[config.mk]
export PLATFORM = sky130hd
export DESIGN_NAME = move_to_front_list
export DESIGN_NICKNAME = d
export VERILOG_FILES = /design/src/rtl/mtf_pkg.sv /design/src/rtl/move_to_front_list.sv /design/src/rtl/mtf_ctrl.sv /design/src/rtl/mtf_dpath.sv
export SDC_FILE = /design/constraint.sdc
export NUM_CORES = 1
export LEC_CHECK = 0
export ABC_AREA = 1
export BUFFER_PORTS_ARGS = -buffer_cell sky130_fd_sc_hd__buf_2
export CORE_UTILIZATION = 30
export CTS_CLUSTER_DIAMETER = 200
export CTS_CLUSTER_SIZE = 16
export DETAILED_ROUTE_END_ITERATION = 12
export PLACE_DENSITY = 0.52
export REMOVE_ABC_BUFFERS = 1
export SKIP_LAST_GASP = 1
export SYNTH_ARGS = -nofsm -noshare
export SYNTH_HDL_FRONTEND = slang
export SYNTH_SLANG_ARGS = --single-unit
[constraint.sdc]
create_clock -name clk_i -period 3.3 [get_ports clk_i]
set_input_delay 0.165 -clock clk_i [delete_from_list [all_inputs] [get_ports clk_i]]
set_output_delay 0.165 -clock clk_i [all_outputs]
set_load 0.01 [all_outputs]
[src/rtl/mtf_pkg.sv]
// package for the move-to-front list: sizes, widths and the
// command/status structs between controller and datapath; no dependencies
package mtf_pkg;

  localparam int unsigned LIST_SIZE = 16;
  localparam int unsigned IDX_W     = (LIST_SIZE > 1) ? $clog2(LIST_SIZE) : 1;
  localparam int unsigned VAL_W     = $clog2(LIST_SIZE + 1);
  localparam int unsigned QUERY_W   = 8;
  localparam int unsigned ENTRY_W   = 5;
  localparam int unsigned POS_W     = 4;

  typedef logic [IDX_W-1:0] idx_t;
  typedef logic [VAL_W-1:0] val_t;

  // controller to datapath
  typedef struct packed {
    logic load;       // capture query, clear counter and hit flag
    logic find_step;  // compare one entry per cycle
    logic emit_step;  // rewrite one entry and emit it
  } mtf_cmd_t;

  // datapath to controller
  typedef struct packed {
    logic cnt_last;   // counter is on the final entry
  } mtf_stat_t;

endpackage

[src/rtl/move_to_front_list.sv]
// move-to-front list of LIST_SIZE values, reset order 1..LIST_SIZE
// results: the first follows the find scan over all entries, then one per cycle
// a new query is accepted only once both the find scan and the emit/rewrite
// scan over the order registers are done, each scanning one entry a cycle
// results are strobed for one cycle each; the receiver cannot stall
// reset is asynchronous, active low, and restores the order at once
module move_to_front_list (
  input  logic                          clk_i,
  input  logic                          rst_ni,
  input  logic                          start,
  input  logic [mtf_pkg::QUERY_W-1:0]   query_value_i,
  output logic                          busy,
  output logic                          result_valid_o,
  output logic [mtf_pkg::ENTRY_W-1:0]   entry_value_o,
  output logic [mtf_pkg::POS_W-1:0]     position_o,
  output logic                          found_o,
  output logic                          last_o
);
  import mtf_pkg::*;

  mtf_cmd_t  cmd;
  mtf_stat_t stat;

  // sequencer: idle, find pass, emit pass
  mtf_ctrl u_ctrl (
    .clk_i  (clk_i),
    .rst_ni (rst_ni),
    .start  (start),
    .stat_i (stat),
    .cmd_o  (cmd),
    .busy   (busy)
  );

  // order registers, hit capture and result registers
  mtf_dpath u_dpath (
    .clk_i          (clk_i),
    .rst_ni         (rst_ni),
    .cmd_i          (cmd),
    .query_value_i  (query_value_i),
    .stat_o         (stat),
    .result_valid_o (result_valid_o),
    .entry_value_o  (entry_value_o),
    .position_o     (position_o),
    .found_o        (found_o),
    .last_o         (last_o)
  );

  // a result transaction only ever follows a busy cycle
  assert property (@(posedge clk_i) disable iff (!rst_ni)
    result_valid_o |-> $past(busy))
    else $error("result strobe without a query in progress");

  // the final entry carries the back position
  assert property (@(posedge clk_i) disable iff (!rst_ni)
    (result_valid_o && last_o) |-> (position_o == POS_W'(LIST_SIZE - 1)))
    else $error("last flag on the wrong position");

  // an accepted query makes the block busy
  assert property (@(posedge clk_i) disable iff (!rst_ni)
    (start && !busy) |=> busy)
    else $error("query accepted but block not busy");

  // found stays the same across one run of results
  assert property (@(posedge clk_i) disable iff (!rst_ni)
    (result_valid_o && !last_o) |=> (result_valid_o && $stable(found_o)))
    else $error("result run broken or found flag changed");

endmodule

[src/rtl/mtf_ctrl.sv]
// controller for the move-to-front list: idle, find pass, emit pass
// depends on mtf_pkg
module mtf_ctrl (
  input  logic               clk_i,
  input  logic               rst_ni,
  input  logic               start,
  input  mtf_pkg::mtf_stat_t stat_i,
  output mtf_pkg::mtf_cmd_t  cmd_o,
  output logic               busy
);
  import mtf_pkg::*;

  typedef enum logic [1:0] {
    ST_IDLE,
    ST_FIND,
    ST_EMIT
  } state_e;

  state_e state_q;
  logic   busy_q;

  always_ff @(posedge clk_i or negedge rst_ni) begin
    if (!rst_ni) begin
      state_q <= ST_IDLE;
      busy_q  <= 1'b0;
    end else begin
      case (state_q)
        ST_IDLE: begin
          if (start) begin
            state_q <= ST_FIND;
            busy_q  <= 1'b1;
          end
        end
        ST_FIND: begin
          if (stat_i.cnt_last) begin
            state_q <= ST_EMIT;
          end
        end
        ST_EMIT: begin
          if (stat_i.cnt_last) begin
            state_q <= ST_IDLE;
            busy_q  <= 1'b0;
          end
        end
        default: begin
          state_q <= ST_IDLE;
          busy_q  <= 1'b0;
        end
      endcase
    end
  end

  always_comb begin
    cmd_o.load      = (state_q == ST_IDLE) && start;
    cmd_o.find_step = (state_q == ST_FIND);
    cmd_o.emit_step = (state_q == ST_EMIT);
  end

  assign busy = busy_q;

endmodule

[src/rtl/mtf_dpath.sv]
// datapath for the move-to-front list: order registers, scan counter,
// hit capture and registered result outputs; depends on mtf_pkg
module mtf_dpath (
  input  logic                           clk_i,
  input  logic                           rst_ni,
  input  mtf_pkg::mtf_cmd_t              cmd_i,
  input  logic [mtf_pkg::QUERY_W-1:0]    query_value_i,
  output mtf_pkg::mtf_stat_t             stat_o,
  output logic                           result_valid_o,
  output logic [mtf_pkg::ENTRY_W-1:0]    entry_value_o,
  output logic [mtf_pkg::POS_W-1:0]      position_o,
  output logic                           found_o,
  output logic                           last_o
);
  import mtf_pkg::*;

  val_t                 order_q [LIST_SIZE];
  idx_t                 cnt_q;
  logic                 cnt_last;
  logic [QUERY_W-1:0]   query_q;
  logic                 hit_q;
  idx_t                 hit_idx_q;
  val_t                 hit_val_q;
  val_t                 prev_q;
  val_t                 cur_val;
  val_t                 new_val;
  logic                 match;

  assign cnt_last = (cnt_q == idx_t'(LIST_SIZE - 1));
  assign stat_o.cnt_last = cnt_last;

  assign cur_val = order_q[cnt_q];
  assign match   = (QUERY_W'(cur_val) == query_q);

  // entries up to the hit slide back by one, the hit value lands in front
  always_comb begin
    new_val = cur_val;
    if (hit_q) begin
      if (cnt_q == '0) begin
        new_val = hit_val_q;
      end else if (cnt_q <= hit_idx_q) begin
        new_val = prev_q;
      end
    end
  end

  always_ff @(posedge clk_i or negedge rst_ni) begin
    if (!rst_ni) begin
      cnt_q <= '0;
      hit_q <= 1'b0;
      for (int i = 0; i < LIST_SIZE; i++) begin
        order_q[i] <= val_t'(i + 1);
      end
      result_valid_o <= 1'b0;
    end else begin
      result_valid_o <= cmd_i.emit_step;
      if (cmd_i.load) begin
        cnt_q <= '0;
        hit_q <= 1'b0;
      end else if (cmd_i.find_step || cmd_i.emit_step) begin
        cnt_q <= cnt_last ? '0 : cnt_q + idx_t'(1);
        if (cmd_i.find_step && match && !hit_q) begin
          hit_q <= 1'b1;
        end
        if (cmd_i.emit_step) begin
          order_q[cnt_q] <= new_val;
        end
      end
    end
  end

  // payload registers
  always_ff @(posedge clk_i) begin
    if (cmd_i.load) begin
      query_q <= query_value_i;
    end
    if (cmd_i.find_step && match && !hit_q) begin
      hit_idx_q <= cnt_q;
      hit_val_q <= cur_val;
    end
    if (cmd_i.emit_step) begin
      prev_q        <= cur_val;
      entry_value_o <= ENTRY_W'(new_val);
      position_o    <= POS_W'(cnt_q);
      found_o       <= hit_q;
      last_o        <= cnt_last;
    end
  end

endmodule
Word level (Yosys, flattened, before mapping)

Index checks and enable logic that the tools add are counted.

Eq/ne operators: 7
Reductions and logical operators: 14
Order comparisons: 3
Bitwise gates (word level): 3
Mux-type cells: 22
Add/subtract/negate cells: 1

Operators with widths:

| kind                                                                  | number |
|---|---|
| 80-bit bitwise mux                                                    | 1 |
| 5-bit two-way mux                                                     | 6 |
| 5-bit binary-select mux with 4-bit select                             | 1 |
| 5-bit demux with 4-bit select                                         | 1 |
| 4-bit two-way mux                                                     | 3 |
| 3-bit AND reduction                                                   | 3 |
| 5-bit by 8-bit equality test with 1-bit output                        | 1 |
| 2-bit two-way mux                                                     | 3 |
| 2-bit != test, second input constant                                  | 3 |
| 2-bit case mux with 3 select lines                                    | 1 |
| 5-bit greater-or-equal comparator, second input constant              | 1 |
| 5-bit by 1-bit < comparator with 1-bit output, second input constant  | 1 |
| 1-bit two-way mux                                                     | 5 |
| 4-bit inverter with 5-bit output                                      | 1 |
| 4-bit by 1-bit adder with 4-bit output, second input constant         | 1 |
| 4-bit equality test, second input constant                            | 1 |
| 4-bit less-or-equal comparator                                        | 1 |
| 1-bit logical AND                                                     | 4 |
| 4-bit logical NOT                                                     | 1 |
| 2-bit nonzero test                                                    | 2 |
| 1-bit case mux with 3 select lines                                    | 1 |
| 2-bit by 1-bit equality test with 1-bit output, second input constant | 1 |
| 2-bit equality test, second input constant                            | 1 |
| 2-bit logical NOT                                                     | 1 |
| other kinds (4)                                                       | 5 |

Logic and storage cells: 79
Register bits after elaboration: 122
Output and inout port bits: 13
Input port bits: 11

Depth between registers and ports, before layout

Word-level depth: 10
Gate-level depth with buffers: 17
Depth with buffers taken out: 14

By module

Synthesis repeated with hierarchy kept, for this count alone.

Cell total of the unflattened synthesis: 823
Area total of the unflattened synthesis: 6391.1 µm²

Modules (own cells, without submodules):

| module    | area an instance (µm²) | sequential area each (µm²) | cells an instance | instances |
|---|---|---|---|---|
| mtf_dpath | 6242.2                 | 3184.3                     | 802               | 1 |
| mtf_ctrl  | 148.9                  | 75.1                       | 21                | 1 |

Worst setup path after synthesis

OpenSTA, ideal clock, no wires.

Path kind: register -> register
From: register u_dpath.cnt_q[0]
To: register u_dpath.hit_idx_q[0] (enable)
Slack: 967 ps
Setup time: 374 ps
Period minus slack after synthesis: 2333 ps
Cell stages (with the launch flop): 15
Path buffers: 3
Required time: 2926 ps
Arrival: 1959 ps
Path through: dfrtp_1 > buf_6 > buf_8 > buf_8 > nor2_1 > nor2_1 > o21ai_1 > nand2_1 > nand2_1 > nand2_1 > o21bai_1 > nand2_1 > nor2_1 > nand3_1 > nor2_1

Longest elaborated chain between the ends: 7

RTL lines:

| what                                                   | line            | source |
|---|---|---|
| start, declared                                        | mtf_dpath.sv:18 | `idx_t cnt_q;` |
| start signal, assigned                                 | mtf_dpath.sv:61 | `cnt_q <= cnt_last ? '0 : cnt_q + idx_t'(1);` |
| 4-bit inverter with 5-bit output (implied by the code) | mtf_dpath.sv:32 | `assign cur_val = order_q[cnt_q];` |
| 5-bit binary-select mux with 4-bit select              | mtf_dpath.sv:32 |  |
| 5-bit two-way mux (implied by the code) (2 in a row)   | mtf_dpath.sv:32 |  |
| 5-bit by 8-bit equality test with 1-bit output         | mtf_dpath.sv:33 | `assign match = (QUERY_W'(cur_val) == query_q);` |
| 1-bit logical AND (2 in a row)                         | mtf_dpath.sv:77 | `if (cmd_i.find_step && match && !hit_q) begin` |
| end signal, assigned                                   | mtf_dpath.sv:78 | `hit_idx_q <= cnt_q;` |
| end, declared                                          | mtf_dpath.sv:22 | `idx_t hit_idx_q;` |

Every way passes these cells. The select of a mux whose other input is x is not followed.
A chain may end at the register's enable or synchronous reset.

Final worst setup path

From: register u_dpath.cnt_q[3]
To: register u_dpath.hit_val_q[1] (enable)

Longest elaborated chain between the ends: 7

RTL lines:

| what                                                   | line            | source |
|---|---|---|
| 4-bit inverter with 5-bit output (implied by the code) | mtf_dpath.sv:32 |  |
| 5-bit binary-select mux with 4-bit select              | mtf_dpath.sv:32 |  |
| 5-bit two-way mux (implied by the code) (2 in a row)   | mtf_dpath.sv:32 |  |
| 5-bit by 8-bit equality test with 1-bit output         | mtf_dpath.sv:33 |  |
| 1-bit logical AND (2 in a row)                         | mtf_dpath.sv:77 |  |
| end signal, assigned                                   | mtf_dpath.sv:79 | `hit_val_q <= cur_val;` |
| end, declared                                          | mtf_dpath.sv:23 | `val_t hit_val_q;` |

Every way passes these cells. The select of a mux whose other input is x is not followed.

==> run metrics <==
number of setup violations in the final report 0; later-pin clock latency in the skew report 0.42 ns; fraction of synthesized cell area taken by the top area cell type 0.2315; result of the run finished clean; Reg power frac 0.325; largest net degree at the start of global routing 59; antenna violations before repair 0; x dimension of the die 144.1 µm; Global Route Usage Sum 0.1589; Least-Margin Pin Slew 0.8060 ns; combinational share of power 0.380; Std-Cell Rows 51; TritonCTS clock tree done; maximum level of the CTS H-tree 4; Filler cells 2022; total count of max-transition violations in the final report 0; classification of the worst setup path flop to flop; YS warnings 0; share of synthesized area occupied by flip-flops and latches 0.5384; sort of element at the end of the critical path flop; leftover overflow at the end of global routing 0; data arrival time of the critical path 2.81 ns; floorplan die area 0.02075 mm²; clock tree root buffer cell sky130_fd_sc_hd__clkbuf_16; setup slack after layout 0.6273 ns; list of most frequent post-synthesis cells 254 x sky130_fd_sc_hd__nand2_1, 96 x sky130_fd_sc_hd__inv_1, 63 x sky130_fd_sc_hd__o21ai_0; Placed Instance Area 0.006355 mm²; Tmin final 2.673 ns; cell repeated most along the worst path sky130_fd_sc_hd__nand2_1; synthesized area per cell 8.361 µm²; buffer levels on the longest clock path 2; total power divided by cell area 924.3 mW/mm²; cell area after technology mapping 0.006053 mm²; required time at the worst-slack endpoint 3.44 ns; Static Leakage 3.221 nW; Post-Place Worst Slack 0.6408 ns; synthesized instance count 724; top flip-flop cell by instance count after synthesis sky130_fd_sc_hd__dfrtp_1; critical-path cell list inv_1 -> nor2_1 -> nand2_1 -> nand2_1 -> nor2_2 -> nand2_1 -> nand2_1 -> nor2_1 -> nand3_1 -> nor2_1 -> buf_4; number of failing hold endpoints at the final stage 0; total via count in the routed design 4631; CTS Sinks 122; Final HPWL DP 9922 µm; routability congestion estimate 0.7963; TritonCTS buffer count 17; Layout Cell Area excl Fill 0.007054 mm²; number of synthesized register bits 122; Worst Skew 0.006750 ns; unrepaired setup endpoints after global routing false; antenna diode count 0; clock transition at the register clock pins on the worst setup and hold paths after CTS 0.06 ns; fin crit share 0.8099; unique cell type count in the Yosys netlist 33; number of ports placed on the die boundary 24; top area cells in the synthesized netlist sky130_fd_sc_hd__dfrtp_1 23%, sky130_fd_sc_hd__edfxtp_1 16%, sky130_fd_sc_hd__nand2_1 16%; DRC Markers 0; startpoint kind of the worst setup timing path flop; area inside the core boundary 0.01959 mm²; reported net switching power 0.002601 W; via count of the first global-routing pass 4609; number of vias per cell after detailed routing 4.449; Tightest Hold Check Type input pin to flop; number of enable-type register cells in the synthesized netlist 33; wire length of the first global-routing pass 24520 µm; Worst slew margin 0.4627; peak fanout along the critical path 8; largest vdd supply drop 0.3629 mV; length of the first detailed-routing pass in iterations 5; Critical Path Max Stage Delay 0.53 ns; Post-Route WL 14840 µm; Final TNS setup 0 ns; drt initial violations 294; post-synthesis cell type with the largest combined area sky130_fd_sc_hd__dfrtp_1; Routed Antenna Nets 0; synthesis-to-layout area growth 16.54%; share of cells above drive strength 1 0.1456; Clk pwr share 0.296; nets 785; Internal Power 0.003919 W; share of synthesized registers carrying an async set or reset 0.7295; reg2reg path depth 11; routed wirelength normalized by instance count 14.25 µm; final core utilization 0.3601; share of total power consumed by net switching 0.3990; most common cell in the synthesized netlist sky130_fd_sc_hd__nand2_1; Vert. Die Dim 144.1 µm; effective utilization at floorplan 0.3090; max-cap violation count 0; achievable frequency 374.2 MHz; Port-buffer cells 23; Worst Hold Depth 4; Slowest cell on crit path sky130_fd_sc_hd__dfrtp_1
==> registers in the layout, indices dropped and copies added (netlist names) <==
signal,cells
u_ctrl.busy,1
u_dpath.hit_q,1
u_dpath.hit_val_q,5
u_dpath.cnt_q,4
u_dpath.position_o,4
u_dpath.result_valid_o,1
u_dpath.order_q,80
u_ctrl.state_q,2
u_dpath.last_o,1
u_dpath.entry_value_o,5
u_dpath.query_q,8
u_dpath.hit_idx_q,4
u_dpath.found_o,1
u_dpath.prev_q,5
==> cell type report <==
type | count | area, µm² | share of cell area
clock buffers | 19 | 432.9 | 0.06137
clock inverters | 13 | 176.4 | 0.02501
inverters | 101 | 384.1 | 0.05445
multi-input cells | 480 | 2193 | 0.3109
flip-flops and latches | 122 | 3261 | 0.4622
well taps | 265 | 331.6 | 0.04700
repair buffers | 41 | 275.3 | 0.03902
==> routing by layer <==
metal  share of wire  wire length (µm)  vias to the layer above  global-route usage
met3           0.033               484                       22             0.03411
li1                -                 -                     2351                   -
met5               0                 0                        -                   0
met4           0.021               309                        0             0.06159
met1            0.50              7389                     2171              0.2161
met2            0.45              6654                       87              0.2459
==> logic make-up after synthesis <==
| group | Yosys count | synth area share |
|---|---|---|
| xor+xnor | 1 | 0.001447 |
| flops | 122 | 0.5384 |
| compound gates | 97 | 0.09095 |
| fa+ha+maj | 11 | 0.02274 |
| buf+inv | 122 | 0.09922 |
| simple gates | 371 | 0.2472 |
==> worst max-delay path: cells and delay by family, from the launching register on <==
kind | cells | cell delay (ns)
buffers and inverters | 2 | 0.32
AND/OR/NAND/NOR | 9 | 1.52
flip-flops | 1 | 0.53
==> per-stage QoR <==
| step | instances | hold WS (ns) | power (W) |
|---|---|---|---|
| 2_1_floorplan | 703 | -0.1306 | 0.003740 |
| 3_3_place_gp | 1000 | 0.3137 | 0.004625 |
| 3_5_place_dp | 1000 | 0.3142 | 0.004616 |
| 4_1_cts | 1041 | 0.1063 | 0.006579 |
| 5_1_grt | 1041 | 0.1219 | 0.006999 |
| 6_report | 1041 | 0.1301 | 0.006520 |
==> final timing paths <==
check / endpoint / startpoint / slack (ns)
max: u_dpath.hit_val_q[1]$_DFFE_PP_ / u_dpath.cnt_q[3]$_DFFE_PN0P_ / 0.63
min: u_dpath.hit_q$_DFFE_PN0P_ / start / 0.13
max reg2reg: u_dpath.hit_val_q[1]$_DFFE_PP_ / u_dpath.cnt_q[3]$_DFFE_PN0P_ / 0.63
min reg2reg: u_dpath.order_q[8]$_DFFE_PN1P_ / u_dpath.order_q[8]$_DFFE_PN1P_ / 0.47
max in group asynchronous: u_dpath.order_q[57]$_DFFE_PN1P_ / rst_ni / 2.10
min in group asynchronous: u_dpath.result_valid_o$_DFF_PN0_ / rst_ni / 0.38
==> power by group through the flow <==
stage	combinational (W)	sequential (W)	clock, W
final	0.00248	0.00212	0.00193
after global routing	0.00281	0.00215	0.00204
after CTS	0.00250	0.00212	0.00196
after detailed placement	0.00247	0.00214	0
after global placement	0.00249	0.00214	0
after floorplan	0.00154	0.00220	0
==> what timing repair did <==
item / CTS / global route
endpoints found under the hold margin: 45 / 0
hold buffers: 9 / 0
setup buffers: 0 / 0
resized for setup: 0 / 0
==> cell usage in the layout, fill, tap and decap left out, types with 2 or more instances in the layout <==
master                          instances
sky130_fd_sc_hd__ha_1                  11
sky130_fd_sc_hd__dfrtp_1               55
sky130_fd_sc_hd__buf_4                 10
sky130_fd_sc_hd__inv_2                  4
sky130_fd_sc_hd__nor2_2                 5
sky130_fd_sc_hd__o21ai_1               21
sky130_fd_sc_hd__nand3_1               46
sky130_fd_sc_hd__o21bai_1               2
sky130_fd_sc_hd__buf_2                 22
sky130_fd_sc_hd__clkbuf_16             17
sky130_fd_sc_hd__bufinv_16              4
sky130_fd_sc_hd__dlygate4sd3_1          9
sky130_fd_sc_hd__a21oi_1                5
sky130_fd_sc_hd__nor3_1                 2
sky130_fd_sc_hd__o22ai_4                3
sky130_fd_sc_hd__nand2_2                2
sky130_fd_sc_hd__nand2_1              254
sky130_fd_sc_hd__clkinv_4               3
sky130_fd_sc_hd__clkinv_1               2
sky130_fd_sc_hd__clkbuf_1               2
sky130_fd_sc_hd__clkinv_2               3
sky130_fd_sc_hd__nor2_1                55
sky130_fd_sc_hd__dfstp_2               33
sky130_fd_sc_hd__edfxtp_1              33
sky130_fd_sc_hd__inv_1                 96
sky130_fd_sc_hd__o21ai_0               63
Note: power is estimated with default switching activity, not from simulation.
